**src/rtl/core/ccr_pkg.sv**
```systemverilog
// ============================================================================
// ccr_pkg
// shared types and constants of the calibration command responder
// ============================================================================
`default_nettype none
package ccr_pkg;

   localparam logic [2:0] OP_CONNECT  = 3'd0;
   localparam logic [2:0] OP_STATUS   = 3'd1;
   localparam logic [2:0] OP_DOWNLOAD = 3'd2;
   localparam logic [2:0] OP_UPLOAD   = 3'd3;
   localparam logic [2:0] OP_UNKNOWN  = 3'd4;
   localparam logic [2:0] OP_LOAD     = 3'd5;

   localparam logic [2:0] ST_OK       = 3'd0;
   localparam logic [2:0] ST_NOT_CONN = 3'd1;
   localparam logic [2:0] ST_RANGE    = 3'd2;
   localparam logic [2:0] ST_UNKNOWN  = 3'd3;
   localparam logic [2:0] ST_INVALID  = 3'd4;
   localparam logic [2:0] ST_FRAME    = 3'd5;

   localparam logic [2:0] EK_NONE     = 3'd0;
   localparam logic [2:0] EK_INVALID  = 3'd1;
   localparam logic [2:0] EK_NOT_CONN = 3'd2;
   localparam logic [2:0] EK_RANGE    = 3'd3;
   localparam logic [2:0] EK_UNKNOWN  = 3'd4;

   localparam logic [7:0] LEN_DOWNLOAD = 8'd7;
   localparam logic [7:0] LEN_UPLOAD   = 8'd3;
   localparam logic [7:0] CAP_STATUS   = 8'd4;
   localparam logic [7:0] CAP_UPLOAD   = 8'd5;

   localparam logic [2:0] CSR_ENTRY_COUNT = 3'd0;

   // classified command handed from front to back
   localparam logic [2:0] CL_REPLY    = 3'd0; // immediate reply, fields precomputed
   localparam logic [2:0] CL_LOAD     = 3'd1;
   localparam logic [2:0] CL_DOWNLOAD = 3'd2;
   localparam logic [2:0] CL_UPLOAD   = 3'd3;
   localparam logic [2:0] CL_STATUS   = 3'd4;

   typedef struct packed {
      logic [2:0]  kind;
      logic [7:0]  capacity;
      logic [15:0] address;
      logic [31:0] value_bits;
      logic [2:0]  entry_index;
      logic [31:0] entry_minimum;
      logic [31:0] entry_maximum;
      logic        index_ok;
      logic        set_connected;
      logic [2:0]  status;
      logic [2:0]  length;
      logic        is_error;
      logic [2:0]  error_kind;
   } cmd_type;

   // ieee a < b, false when either is nan
   function automatic logic fp_less(input logic [31:0] a, input logic [31:0] b);
      logic a_nan;
      logic b_nan;
      logic both_zero;
      logic res;
      a_nan = (a[30:23] == 8'hff) && (a[22:0] != 23'd0);
      b_nan = (b[30:23] == 8'hff) && (b[22:0] != 23'd0);
      both_zero = (a[30:0] == 31'd0) && (b[30:0] == 31'd0);
      if (a_nan || b_nan || both_zero) begin
         res = 1'b0;
      end else if (a[31] != b[31]) begin
         res = a[31];
      end else if (a[31] == 1'b0) begin
         res = a[30:0] < b[30:0];
      end else begin
         res = a[30:0] > b[30:0];
      end
      return res;
   endfunction

   // reply with kind; kind none is a one-byte positive reply
   function automatic logic [9:0] make_reply(input logic [7:0] cap, input logic [2:0] kind);
      logic [9:0] r;
      logic [7:0] need;
      logic [2:0] st;
      need = (kind == EK_NONE) ? 8'd1 : 8'd2;
      unique case (kind)
         EK_NONE:     st = ST_OK;
         EK_NOT_CONN: st = ST_NOT_CONN;
         EK_RANGE:    st = ST_RANGE;
         EK_UNKNOWN:  st = ST_UNKNOWN;
         default:     st = ST_INVALID;
      endcase
      if (cap < need) begin
         r = {ST_FRAME, 3'd0, 1'b0, EK_NONE};
      end else begin
         r = {st, need[2:0], kind != EK_NONE, kind};
      end
      return r;
   endfunction

endpackage
`default_nettype wire

```
**src/rtl/core/ccr_front.sv**
```systemverilog
// ============================================================================
// ccr_front
// accepts requests, checks lengths and connection, tracks link state
// ============================================================================
`default_nettype none
module ccr_front
   import ccr_pkg::*;
#(
   parameter int TABLE_ENTRIES   = 8,
   parameter int MAX_FRAME_BYTES = 8
) (
   input  wire logic        clock,
   input  wire logic        reset,
   input  wire logic        req_valid,
   output logic             req_stall,
   input  wire logic [2:0]  req_opcode,
   input  wire logic [7:0]  req_frame_length,
   input  wire logic [7:0]  req_response_capacity,
   input  wire logic [15:0] req_address,
   input  wire logic [31:0] req_value_bits,
   input  wire logic [2:0]  req_entry_index,
   input  wire logic [31:0] req_entry_minimum,
   input  wire logic [31:0] req_entry_maximum,
   output logic             cmd_valid,
   input  wire logic        cmd_full,
   output cmd_type          cmd
);

   logic connected_ff;
   logic connected_in;
   logic [9:0] rep;
   logic [7:0] need_len;
   logic accept;

   assign req_stall = cmd_full;
   assign accept    = req_valid && !cmd_full;
   assign cmd_valid = accept;

   always_comb begin
      cmd = '0;
      cmd.capacity      = req_response_capacity;
      cmd.address       = req_address;
      cmd.value_bits    = req_value_bits;
      cmd.entry_index   = req_entry_index;
      cmd.entry_minimum = req_entry_minimum;
      cmd.entry_maximum = req_entry_maximum;
      cmd.index_ok      = 32'(req_entry_index) < TABLE_ENTRIES;
      cmd.kind          = CL_REPLY;
      rep = '0;
      unique case (req_opcode)
         OP_DOWNLOAD: need_len = LEN_DOWNLOAD;
         OP_UPLOAD:   need_len = LEN_UPLOAD;
         default:     need_len = 8'd1;
      endcase
      priority if (req_opcode == OP_LOAD) begin
         cmd.kind = CL_LOAD;
      end else if (req_frame_length == 8'd0 || 32'(req_frame_length) > MAX_FRAME_BYTES) begin
         rep = {ST_INVALID, 3'd0, 1'b0, EK_NONE};
      end else if (req_opcode > OP_UPLOAD) begin
         rep = make_reply(req_response_capacity, EK_UNKNOWN);
      end else if (req_frame_length != need_len) begin
         rep = make_reply(req_response_capacity, EK_INVALID);
      end else if (req_opcode == OP_CONNECT) begin
         rep = make_reply(req_response_capacity, EK_NONE);
         cmd.set_connected = 1'b1;
      end else if (!connected_ff) begin
         if (req_response_capacity < 8'd2) begin
            rep = {ST_NOT_CONN, 3'd0, 1'b0, EK_NONE};
         end else begin
            rep = make_reply(req_response_capacity, EK_NOT_CONN);
         end
      end else if (req_opcode == OP_STATUS) begin
         cmd.kind = CL_STATUS;
      end else if (req_opcode == OP_DOWNLOAD) begin
         cmd.kind = CL_DOWNLOAD;
      end else begin
         cmd.kind = CL_UPLOAD;
      end
      {cmd.status, cmd.length, cmd.is_error, cmd.error_kind} = rep;
   end

   assign connected_in = connected_ff || (accept && cmd.set_connected);

   always_ff @(posedge clock) begin
      if (reset) begin
         connected_ff <= 1'b0;
      end else begin
         connected_ff <= connected_in;
      end
   end

endmodule
`default_nettype wire

```
**src/rtl/core/ccr_queue.sv**
```systemverilog
// ============================================================================
// ccr_queue
// two-entry queue of classified commands between front and back
// ============================================================================
`default_nettype none
module ccr_queue
   import ccr_pkg::*;
(
   input  wire logic    clock,
   input  wire logic    reset,
   input  wire logic    push,
   input  cmd_type      push_data,
   output logic         full,
   output logic         not_empty,
   input  wire logic    pop,
   output cmd_type      head
);

   cmd_type    mem_ff [2];
   logic       wr_ff;
   logic       wr_in;
   logic       rd_ff;
   logic       rd_in;
   logic [1:0] cnt_ff;
   logic [1:0] cnt_in;
   logic       do_pop;

   assign full      = cnt_ff == 2'd2;
   assign not_empty = cnt_ff != 2'd0;
   assign do_pop    = pop && not_empty;
   assign head      = mem_ff[rd_ff];
   assign wr_in     = wr_ff ^ push;
   assign rd_in     = rd_ff ^ do_pop;
   assign cnt_in    = cnt_ff + 2'(push) - 2'(do_pop);

   always_ff @(posedge clock) begin
      if (push) begin
         mem_ff[wr_ff] <= push_data;
      end
   end

   always_ff @(posedge clock) begin
      if (reset) begin
         wr_ff  <= 1'b0;
         rd_ff  <= 1'b0;
         cnt_ff <= 2'd0;
      end else begin
         wr_ff  <= wr_in;
         rd_ff  <= rd_in;
         cnt_ff <= cnt_in;
      end
   end

   assert property (@(posedge clock) disable iff (reset) full |-> !push)
      else $error("queue push while full");
   assert property (@(posedge clock) disable iff (reset)
      (push && !do_pop) |=> cnt_ff == $past(cnt_ff) + 2'd1)
      else $error("queue count lost a push");
   assert property (@(posedge clock) disable iff (reset) cnt_ff != 2'd3)
      else $error("queue count overflow");

endmodule
`default_nettype wire

```
**src/rtl/core/ccr_back.sv**
```systemverilog
// ============================================================================
// ccr_back
// table search and update, one slot per cycle, with registered result
// ============================================================================
`default_nettype none
module ccr_back
   import ccr_pkg::*;
#(
   parameter int TABLE_ENTRIES = 8
) (
   input  wire logic        clock,
   input  wire logic        reset,
   input  wire logic [3:0]  entry_count,
   input  wire logic        cmd_present,
   input  cmd_type          cmd,
   output logic             cmd_pop,
   output logic             rsp_valid,
   input  wire logic        rsp_stall,
   output logic [2:0]       rsp_result_status,
   output logic [2:0]       rsp_response_length,
   output logic             rsp_response_is_error,
   output logic [2:0]       rsp_error_kind,
   output logic [31:0]      rsp_payload
);

   localparam int IW = (TABLE_ENTRIES > 1) ? $clog2(TABLE_ENTRIES) : 1;
   localparam int CW = $clog2(TABLE_ENTRIES + 1);
   localparam logic [1:0] S_IDLE = 2'd0;
   localparam logic [1:0] S_SCAN = 2'd1;

   logic [15:0] addr_ff [TABLE_ENTRIES];
   logic [31:0] min_ff  [TABLE_ENTRIES];
   logic [31:0] max_ff  [TABLE_ENTRIES];
   logic [31:0] val_ff  [TABLE_ENTRIES];
   logic [TABLE_ENTRIES-1:0] written_ff;
   logic [TABLE_ENTRIES-1:0] written_in;
   logic        dirty_ff;
   logic        dirty_in;
   logic [1:0]  state_ff;
   logic [1:0]  state_in;
   logic [CW-1:0] pos_ff;
   logic [CW-1:0] pos_in;
   logic        out_valid_ff;
   logic        out_valid_in;
   logic [2:0]  st_ff, st_in;
   logic [2:0]  len_ff, len_in;
   logic        err_ff, err_in;
   logic [2:0]  ek_ff, ek_in;
   logic [31:0] pay_ff, pay_in;
   logic [CW-1:0] used;
   logic        out_free;
   logic        finish;
   logic        wr_slot;
   logic [IW-1:0] wr_idx;
   logic [IW-1:0] pidx;
   logic        hit;
   logic        done_scan;
   logic [9:0]  rep;
   logic        in_range;
   logic        write_val;

   assign used = (32'(entry_count) > TABLE_ENTRIES) ? CW'(TABLE_ENTRIES) : CW'(entry_count);
   assign out_free = !out_valid_ff || !rsp_stall;
   assign pidx = pos_ff[IW-1:0];

   assign rsp_valid             = out_valid_ff;
   assign rsp_result_status     = st_ff;
   assign rsp_response_length   = len_ff;
   assign rsp_response_is_error = err_ff;
   assign rsp_error_kind        = ek_ff;
   assign rsp_payload           = pay_ff;

   always_comb begin
      state_in   = state_ff;
      pos_in     = pos_ff;
      finish     = 1'b0;
      wr_slot    = 1'b0;
      write_val  = 1'b0;
      wr_idx     = IW'(cmd.entry_index);
      written_in = written_ff;
      dirty_in   = dirty_ff;
      st_in      = cmd.status;
      len_in     = cmd.length;
      err_in     = cmd.is_error;
      ek_in      = cmd.error_kind;
      pay_in     = 32'd0;
      rep        = '0;
      hit        = 1'b0;
      in_range   = 1'b0;
      done_scan  = 1'b0;
      unique case (state_ff)
         S_IDLE: begin
            if (cmd_present && out_free) begin
               unique case (cmd.kind)
                  CL_REPLY: finish = 1'b1;
                  CL_STATUS: begin
                     finish = 1'b1;
                     if (cmd.capacity < CAP_STATUS) begin
                        {st_in, len_in, err_in, ek_in} = {ST_FRAME, 3'd0, 1'b0, EK_NONE};
                     end else begin
                        {st_in, len_in, err_in, ek_in} = {ST_OK, 3'd4, 1'b0, EK_NONE};
                        pay_in = {8'd0, 8'(used), 7'd0, dirty_ff, 8'd1};
                     end
                  end
                  default: begin
                     state_in = S_SCAN;
                     pos_in   = '0;
                  end
               endcase
            end
         end
         default: begin
            if (cmd.kind == CL_LOAD) begin
               done_scan = 32'(pos_ff) >= TABLE_ENTRIES;
               if (!done_scan) begin
                  hit = (pidx != IW'(cmd.entry_index)) && written_ff[pidx]
                        && addr_ff[pidx] == cmd.address;
               end
               if (!cmd.index_ok || fp_less(cmd.entry_maximum, cmd.entry_minimum) || hit) begin
                  finish = 1'b1;
                  {st_in, len_in, err_in, ek_in} = {ST_INVALID, 3'd0, 1'b0, EK_NONE};
               end else if (done_scan) begin
                  finish  = 1'b1;
                  wr_slot = 1'b1;
                  written_in[wr_idx] = 1'b1;
                  {st_in, len_in, err_in, ek_in} = {ST_OK, 3'd0, 1'b0, EK_NONE};
               end
            end else begin
               done_scan = pos_ff >= used;
               if (!done_scan) begin
                  hit = addr_ff[pidx] == cmd.address;
               end
               if (done_scan) begin
                  finish = 1'b1;
                  rep = make_reply(cmd.capacity, EK_RANGE);
                  {st_in, len_in, err_in, ek_in} = rep;
               end else if (hit) begin
                  finish = 1'b1;
                  if (cmd.kind == CL_DOWNLOAD) begin
                     in_range = !fp_less(cmd.value_bits, min_ff[pidx])
                                && !fp_less(max_ff[pidx], cmd.value_bits);
                     if (in_range) begin
                        write_val = 1'b1;
                        dirty_in  = 1'b1;
                        rep = make_reply(cmd.capacity, EK_NONE);
                     end else begin
                        rep = make_reply(cmd.capacity, EK_RANGE);
                     end
                     {st_in, len_in, err_in, ek_in} = rep;
                  end else if (cmd.capacity < CAP_UPLOAD) begin
                     rep = make_reply(cmd.capacity, EK_RANGE);
                     {st_in, len_in, err_in, ek_in} = rep;
                  end else begin
                     {st_in, len_in, err_in, ek_in} = {ST_OK, 3'd5, 1'b0, EK_NONE};
                     pay_in = val_ff[pidx];
                  end
               end
            end
            if (finish) begin
               state_in = S_IDLE;
            end else begin
               pos_in = pos_ff + CW'(1);
            end
         end
      endcase
      cmd_pop      = finish;
      out_valid_in = finish || (out_valid_ff && rsp_stall);
   end

   always_ff @(posedge clock) begin
      if (wr_slot) begin
         addr_ff[wr_idx] <= cmd.address;
         min_ff[wr_idx]  <= cmd.entry_minimum;
         max_ff[wr_idx]  <= cmd.entry_maximum;
         val_ff[wr_idx]  <= cmd.value_bits;
      end else if (write_val) begin
         val_ff[pidx] <= cmd.value_bits;
      end
      if (finish) begin
         st_ff  <= st_in;
         len_ff <= len_in;
         err_ff <= err_in;
         ek_ff  <= ek_in;
         pay_ff <= pay_in;
      end
   end

   always_ff @(posedge clock) begin
      if (reset) begin
         state_ff     <= S_IDLE;
         pos_ff       <= '0;
         written_ff   <= '0;
         dirty_ff     <= 1'b0;
         out_valid_ff <= 1'b0;
      end else begin
         state_ff     <= state_in;
         pos_ff       <= pos_in;
         written_ff   <= written_in;
         dirty_ff     <= dirty_in;
         out_valid_ff <= out_valid_in;
      end
   end

   assert property (@(posedge clock) disable iff (reset)
      (out_valid_ff && rsp_stall) |=> out_valid_ff && $stable(pay_ff) && $stable(st_ff))
      else $error("stalled response changed");
   assert property (@(posedge clock) disable iff (reset) finish |-> out_free)
      else $error("response overwritten");
   assert property (@(posedge clock) disable iff (reset) !(wr_slot && write_val))
      else $error("two table writes in one cycle");
   assert property (@(posedge clock) disable iff (reset) dirty_ff |=> dirty_ff)
      else $error("dirty flag cleared");

endmodule
`default_nettype wire

```
**src/rtl/core/calibration_command_responder.sv**
```systemverilog
// ============================================================================
// calibration_command_responder
// answers calibration command requests against a parameter table
// ============================================================================
// direct replies skip the scan; table work scans one slot a cycle, up to the
//   entries searched (TABLE_ENTRIES for a load)
// requests are taken while the back end works, until the two-entry queue is full
// reset: synchronous; link, dirty flag and slot valid bits clear, entry_count 1
// ============================================================================
`default_nettype none
module calibration_command_responder
   import ccr_pkg::*;
#(
   parameter int TABLE_ENTRIES   = 8,
   parameter int MAX_FRAME_BYTES = 8
) (
   input  wire logic        clock,
   input  wire logic        reset,
   input  wire logic        req_valid,
   output logic             req_stall,
   input  wire logic [2:0]  req_opcode,
   input  wire logic [7:0]  req_frame_length,
   input  wire logic [7:0]  req_response_capacity,
   input  wire logic [15:0] req_address,
   input  wire logic [31:0] req_value_bits,
   input  wire logic [2:0]  req_entry_index,
   input  wire logic [31:0] req_entry_minimum,
   input  wire logic [31:0] req_entry_maximum,
   output logic             rsp_valid,
   input  wire logic        rsp_stall,
   output logic [2:0]       rsp_result_status,
   output logic [2:0]       rsp_response_length,
   output logic             rsp_response_is_error,
   output logic [2:0]       rsp_error_kind,
   output logic [31:0]      rsp_payload,
   input  wire logic        csr_psel,
   input  wire logic        csr_penable,
   input  wire logic        csr_pwrite,
   input  wire logic [2:0]  csr_paddr,
   input  wire logic [31:0] csr_pwdata,
   output logic [31:0]      csr_prdata,
   output logic             csr_pready
);

   logic [3:0] count_ff;
   logic [3:0] count_in;
   logic       push;
   logic       full;
   logic       present;
   logic       pop;
   cmd_type    front_cmd;
   cmd_type    head;

   assign csr_pready = 1'b1;
   assign count_in = (csr_psel && csr_penable && csr_pwrite
                      && csr_paddr[2] == CSR_ENTRY_COUNT[0] && csr_paddr[1:0] == 2'd0)
                     ? csr_pwdata[3:0] : count_ff;
   assign csr_prdata = (csr_paddr == {CSR_ENTRY_COUNT[0], 2'd0}) ? {28'd0, count_ff} : 32'd0;

   always_ff @(posedge clock) begin
      if (reset) begin
         count_ff <= 4'd1;
      end else begin
         count_ff <= count_in;
      end
   end

   ccr_front #(.TABLE_ENTRIES(TABLE_ENTRIES), .MAX_FRAME_BYTES(MAX_FRAME_BYTES)) u_front (
      .clock, .reset, .req_valid, .req_stall, .req_opcode, .req_frame_length,
      .req_response_capacity, .req_address, .req_value_bits, .req_entry_index,
      .req_entry_minimum, .req_entry_maximum,
      .cmd_valid(push), .cmd_full(full), .cmd(front_cmd)
   );

   ccr_queue u_queue (
      .clock, .reset, .push, .push_data(front_cmd), .full, .not_empty(present),
      .pop, .head
   );

   ccr_back #(.TABLE_ENTRIES(TABLE_ENTRIES)) u_back (
      .clock, .reset, .entry_count(count_ff), .cmd_present(present), .cmd(head),
      .cmd_pop(pop), .rsp_valid, .rsp_stall, .rsp_result_status, .rsp_response_length,
      .rsp_response_is_error, .rsp_error_kind, .rsp_payload
   );

endmodule
`default_nettype wire

```
**config.mk**
```make
export PLATFORM = sky130hd
export DESIGN_NAME = calibration_command_responder
export DESIGN_NICKNAME = d
export VERILOG_FILES = /design/src/rtl/core/ccr_pkg.sv /design/src/rtl/core/ccr_front.sv /design/src/rtl/core/ccr_queue.sv /design/src/rtl/core/ccr_back.sv /design/src/rtl/core/calibration_command_responder.sv
export SDC_FILE = /design/constraint.sdc
export NUM_CORES = 1
export LEC_CHECK = 0
export ABC_CLOCK_PERIOD_IN_PS = 23800
export BUFFER_PORTS_ARGS = -buffer_cell sky130_fd_sc_hd__buf_2
export CORE_ASPECT_RATIO = 1.75
export CORE_MARGIN = 4
export CORE_UTILIZATION = 50
export CTS_BUF_LIST = sky130_fd_sc_hd__clkbuf_16
export DETAILED_ROUTE_END_ITERATION = 8
export PLACE_DENSITY = 0.67
export SLEW_MARGIN = 20
export SYNTH_ARGS = -nofsm -noshare
export SYNTH_HDL_FRONTEND = slang
export SYNTH_HIERARCHICAL = 1
export SYNTH_SLANG_ARGS = --single-unit
```
**constraint.sdc**
```tcl
create_clock -name clock -period 23.8 [get_ports clock]
set_input_delay 1.19 -clock clock [delete_from_list [all_inputs] [get_ports clock]]
set_output_delay 1.19 -clock clock [all_outputs]
set_load 0.005 [all_outputs]
```
After elaboration in Yosys (flattened, before gate mapping)
Memory sizes are Yosys's and may differ from the RTL's. A register that Yosys moved wholly into a read port is not among the register bits.
Cells that the tools add are included.
- multiply operators: 0
- bitwise gates (word level): 8
- shift-type cells: 0
- multiplexer cells: 156
- reduce and logical (&&, ||, !) cells: 63
- divide/modulo/power cells: 0
- $add $sub $neg: 3
- equal/unequal tests: 22
- magnitude comparators: 20
- operators with widths (kind ; number):
    two-way mux 32 bit ; 9
    zero test 31 bit ; 5
    two-way mux 3 bit ; 48
    nonzero test 23 bit ; 5
    two-way mux 10 bit ; 11
    greater-than comparator 31 bit ; 3
    < comparator 31 bit ; 3
    two-way mux 1 bit ; 72
    == test 8 bit (second input constant) ; 5
    OR reduction 32 bit ; 1
    two-way mux 4 bit ; 6
    logical AND 1 bit ; 21
    two-way mux 20 bit ; 1
    == test 16 bit ; 1
    < comparator 8 x 1 -> 1 bit (second input constant) ; 2
    < comparator 8 x 2 -> 1 bit (second input constant) ; 2
    < comparator 8 x 3 -> 1 bit (second input constant) ; 2
    logical OR 1 bit ; 12
    == test 3 x 2 -> 1 bit (second input constant) ; 3
    zero test 3 bit ; 3
    greater-than comparator 8 x 4 -> 1 bit (second input constant) ; 1
    zero test 8 bit ; 1
    < comparator 3 x 4 -> 1 bit (second input constant) ; 2
    two-way mux 2 bit ; 4
    other kinds (32) ; 49
- bits of input ports: 176
- memory bits (writable): 1170
- memories: 5
- bits in read-only memories: 0
- logic and storage cells: 292
- latch bits: 0
- output and inout bits: 77
- register bits: 67
- memory list (name ; depth ; bits a word ; rd ports ; clocked after memory_dff ; write ports ; RTL line ; source):
    u_queue.mem_ff ; 2 ; 137 ; 1 ; 1 ; 1 ; ccr_queue.sv:19 ; cmd_type mem_ff [2];
    u_back.max_ff ; 8 ; 32 ; 1 ; 1 ; 1 ; ccr_back.sv:33 ; logic [31:0] max_ff [TABLE_ENTRIES];
    u_back.min_ff ; 8 ; 32 ; 1 ; 1 ; 1 ; ccr_back.sv:32 ; logic [31:0] min_ff [TABLE_ENTRIES];
    u_back.val_ff ; 8 ; 32 ; 1 ; 1 ; 1 ; ccr_back.sv:34 ; logic [31:0] val_ff [TABLE_ENTRIES];
    u_back.addr_ff ; 8 ; 16 ; 1 ; 1 ; 1 ; ccr_back.sv:31 ; logic [15:0] addr_ff [TABLE_ENTRIES];

Logic depth before layout (Yosys ltp)
- depth after elaboration: 23
- mapped depth: 21
- depth with buffers taken out: 18

By module
The synthesis kept the hierarchy.
- by module, submodules not included (module ; instances ; area an instance (um^2) ; cells an instance):
    ccr_back ; 1 ; 39840.7 ; 2134
    ccr_queue ; 1 ; 10209.8 ; 451
    ccr_front ; 1 ; 1315.0 ; 181
    calibration_command_responder ; 1 ; 450.4 ; 54

Worst setup path before layout
No wires, ideal clock.
- path type: reg-to-reg
- start: register u_queue/rd_ff (netlist name)
- end: memory u_back.val_ff[1][0], enable pin
- path buffers: 3
- arrival: 9.563 ns
- cell stages (with the launch flop): 15
- slack: 13.809 ns
- data required time: 23.372 ns
- path through: dfxtp_1 > buf_2 > buf_6 > buf_6 > mux2_2 > inv_1 > ha_1 > a211oi_1 > nor2_1 > o31a_1 > o41a_1 > o221ai_1 > o2111ai_1 > nor3_1 > o21bai_1
- RTL lines (what ; RTL line):
    end, declared ; ccr_back.sv:34

==> metrics.md <==
| Metric | Value |
|---|---|
| Status | `finished clean` |
| Clock root buffer | `clkbuf_16` |
| Leak | `between 15 and 20 nW` |
| Setup slack after layout | `between 15 and 20 ns` |
| Layout cells sized above 1 | `0.265` |
| CTS clk-pin slew, worst paths | `0.07 ns` |
| Crit path DAT | `a little under 8 ns` |
| Syn-to-layout area delta | `9.70%` |
| Relative slew slack | `0.255` |
| Worst R2R End | `u_back/val_ff[5][7]$_DFFE_PP_` |
| Vert. Die Dim | `434 um` |
| Hold EP | `u_back/written_ff[2]$_SDFFE_PP0P_` |
| Initial Util | `0.505` |
| Fin crit period | `7.54 ns` |
| Max Transition Viols Final | `0` |
| Crit path required time | `between 20 and 25 ns` |
| DIE WIDTH | `between 200 and 300 um` |
| Drt drc | `0` |
| Post-Syn Area per Cell | `about 18 um2` |
| R2R depth | `16` |
| Final setup viols | `0` |
| CTS tree | `done` |
| FP Rows | `about 160` |
| Initial antenna violation count | `6` |
| Fmax | `around 0.13 GHz` |
| WS Path Type | `flop to flop` |
| Worst min-delay path category | `flop to flop` |
| Reg2reg setup slack | `between 15 and 20 ns` |
| Drt pass-1 iters | `7` |
| CTS buffer count | `around 110` |
| Clock Sinks | `1,239` |
| HPWL Detailed | `slightly above 70 mm` |
| Hold depth | `2` |
| Vias | `25,928` |
| Routability Congestion | `slightly below 0.9` |
| Total Negative Setup Slacks | `0 ns` |
| RSZ-0062 raised after global routing | `false` |
| Final cycle utilization of the critical path | `0.317` |
| Maximum VDD drop | `roughly 0.07 mV` |
| Initial detailed-routing violation count | `2,033` |
| Hold Vio Cnt, Final | `0` |
| Dpl cells | `roughly 4,200` |
| Gr usage total | `0.211` |
| Power per cell area | `around 94 nW/um2` |
| Nature of the critical path endpoint | `flop` |
| Vias in the first global route | `roughly 27,000` |
| First-pass GRT wire length | `171 mm` |
| Fin Clk Skew | `approximately 0.047 ns` |
| Hold path startpoint | `u_back/written_ff[2]$_SDFFE_PP0P_` |
| Number of warnings printed during yosys synthesis | `6` |
| Clock Latency Late Sink | `roughly 0.72 ns` |
| Routed len/inst | `26.3 um` |
| Finished Layout Cells | `4,365` |
| CTS Hold Bufs | `0` |
| Fin util | `0.554` |
| Die footprint | `roughly 110,000 um2` |
| Antenna violation net count after detailed routing | `0` |
| CTS resizes | `0` |
| Min Hold Slack | `roughly 0.45 ns` |
| Nets@finish | `~3,200` |
| Grt total ovfl | `0` |
| Worst-path fanout max | `72` |
| Core area | `between 100,000 and 150,000 um2` |
| Mapped Cells | `between 2,000 and 3,000` |
| Startpoint Class | `flop` |
| PortBufs | `195` |
| Vias per std cell | `roughly 6` |
| # IOs | `roughly 250` |
| DRT Wirelength | `approximately 110 mm` |
| Largest net degree at the start of global routing | `80` |
| H-tree lvl count | `3` |
| Pre-CTS WS | `between 15 and 20 ns` |
| Worst slew pin tran | `~1.1 ns` |
| Max_cap viols | `0` |
| Post-CTS setup buffers | `0` |
| CTS max path bufs | `3` |
| Cell area after synthesis | `51,700 um2` |
## per-layer routing
metal	part of all wire	routed length [um]	GRT usage
met3	0.055	6340	0.0333
met2	0.52	60200	0.376
met5	0.00030	34	0
met1	0.37	43000	0.254
met4	0.047	5380	0.0946
## through the flow
stage / instance area (um2) / power, mW
floorplan: 51800 / 3.36
global placement: 53200 / 3.62
detailed placement: 53200 / 3.66
CTS: 56700 / 5.40
global route: 56800 / 5.58
finish: 56800 / 5.34
## power by group
part,internal (mW),switching (mW),leakage [nW]
logic,0.351,0.591,5.30
registers,2.61,0.0476,11.2
clock network,0.969,0.771,1.78
## layout make-up
class	count	area, um2
fillers	7746	45600
flip-flops and latches	1239	37000
multi-input cells	1259	12900
clock buffers	109	2730
well taps	1334	1670
repair buffers	238	1310
clock inverters	92	821
inverters	91	348
diodes	3	7.51
## state kept, by name, summed over array words and instances (netlist names), 8 cells and up, named ones only
signal / count
u_back/addr_ff: 128
u_back/max_ff: 256
u_back/min_ff: 256
u_back/rsp_payload: 32
u_back/val_ff: 256
u_back/written_ff: 8
u_queue/mem_ff: 274
## critical path, cell delays in order (launching register included)
cell,delay (ns)
dfxtp_4,0.41
buf_4,0.79
buf_4,0.92
buf_4,0.84
mux4_2,0.42
mux2i_1,0.56
ha_1,0.38
nand3b_1,0.09
a21oi_1,0.06
o31a_1,0.28
o21ai_0,0.43
o2111a_1,0.29
o211ai_1,0.17
o211ai_4,0.22
nand4_4,0.23
o32ai_4,0.30
buf_4,0.51
## placed cells by master, fill, tap and decap left out, types with 34 or more instances in the layout
master     count
a21oi_1       57
buf_2        195
buf_4         42
clkbuf_16    109
edfxtp_1    1212
ha_1         101
inv_1        106
mux2_2       160
mux2i_1      138
mux4_2       191
nand2_1       56
nand4_1       34
nor2_1       100
nor3_1        35
o21ai_0       37
## how the worst max path moves through the flow
| stage | to | slack [ns] | startpoint | depth (start not counted) |
|---|---|---|---|---|
| 2_1_floorplan | u_back/val_ff[1][0]$_DFFE_PP_ | 13.81 | u_queue/rd_ff$_SDFF_PP0_ | 14 |
| 3_3_place_gp | u_back/val_ff[2][11]$_DFFE_PP_ | 16.37 | flop | 16 |
| 3_5_place_dp | u_back/val_ff[5][11]$_DFFE_PP_ | 16.27 | flop | 16 |
| 4_1_cts | u_back/val_ff[5][7]$_DFFE_PP_ | 16.23 | flop | 16 |
| 5_1_grt | u_back/val_ff[5][10]$_DFFE_PP_ | 16.00 | flop | 16 |
| 6_report | u_back/val_ff[5][7]$_DFFE_PP_ | 16.26 | flop | 16 |
Note: power is estimated with default switching activity, not from simulation.
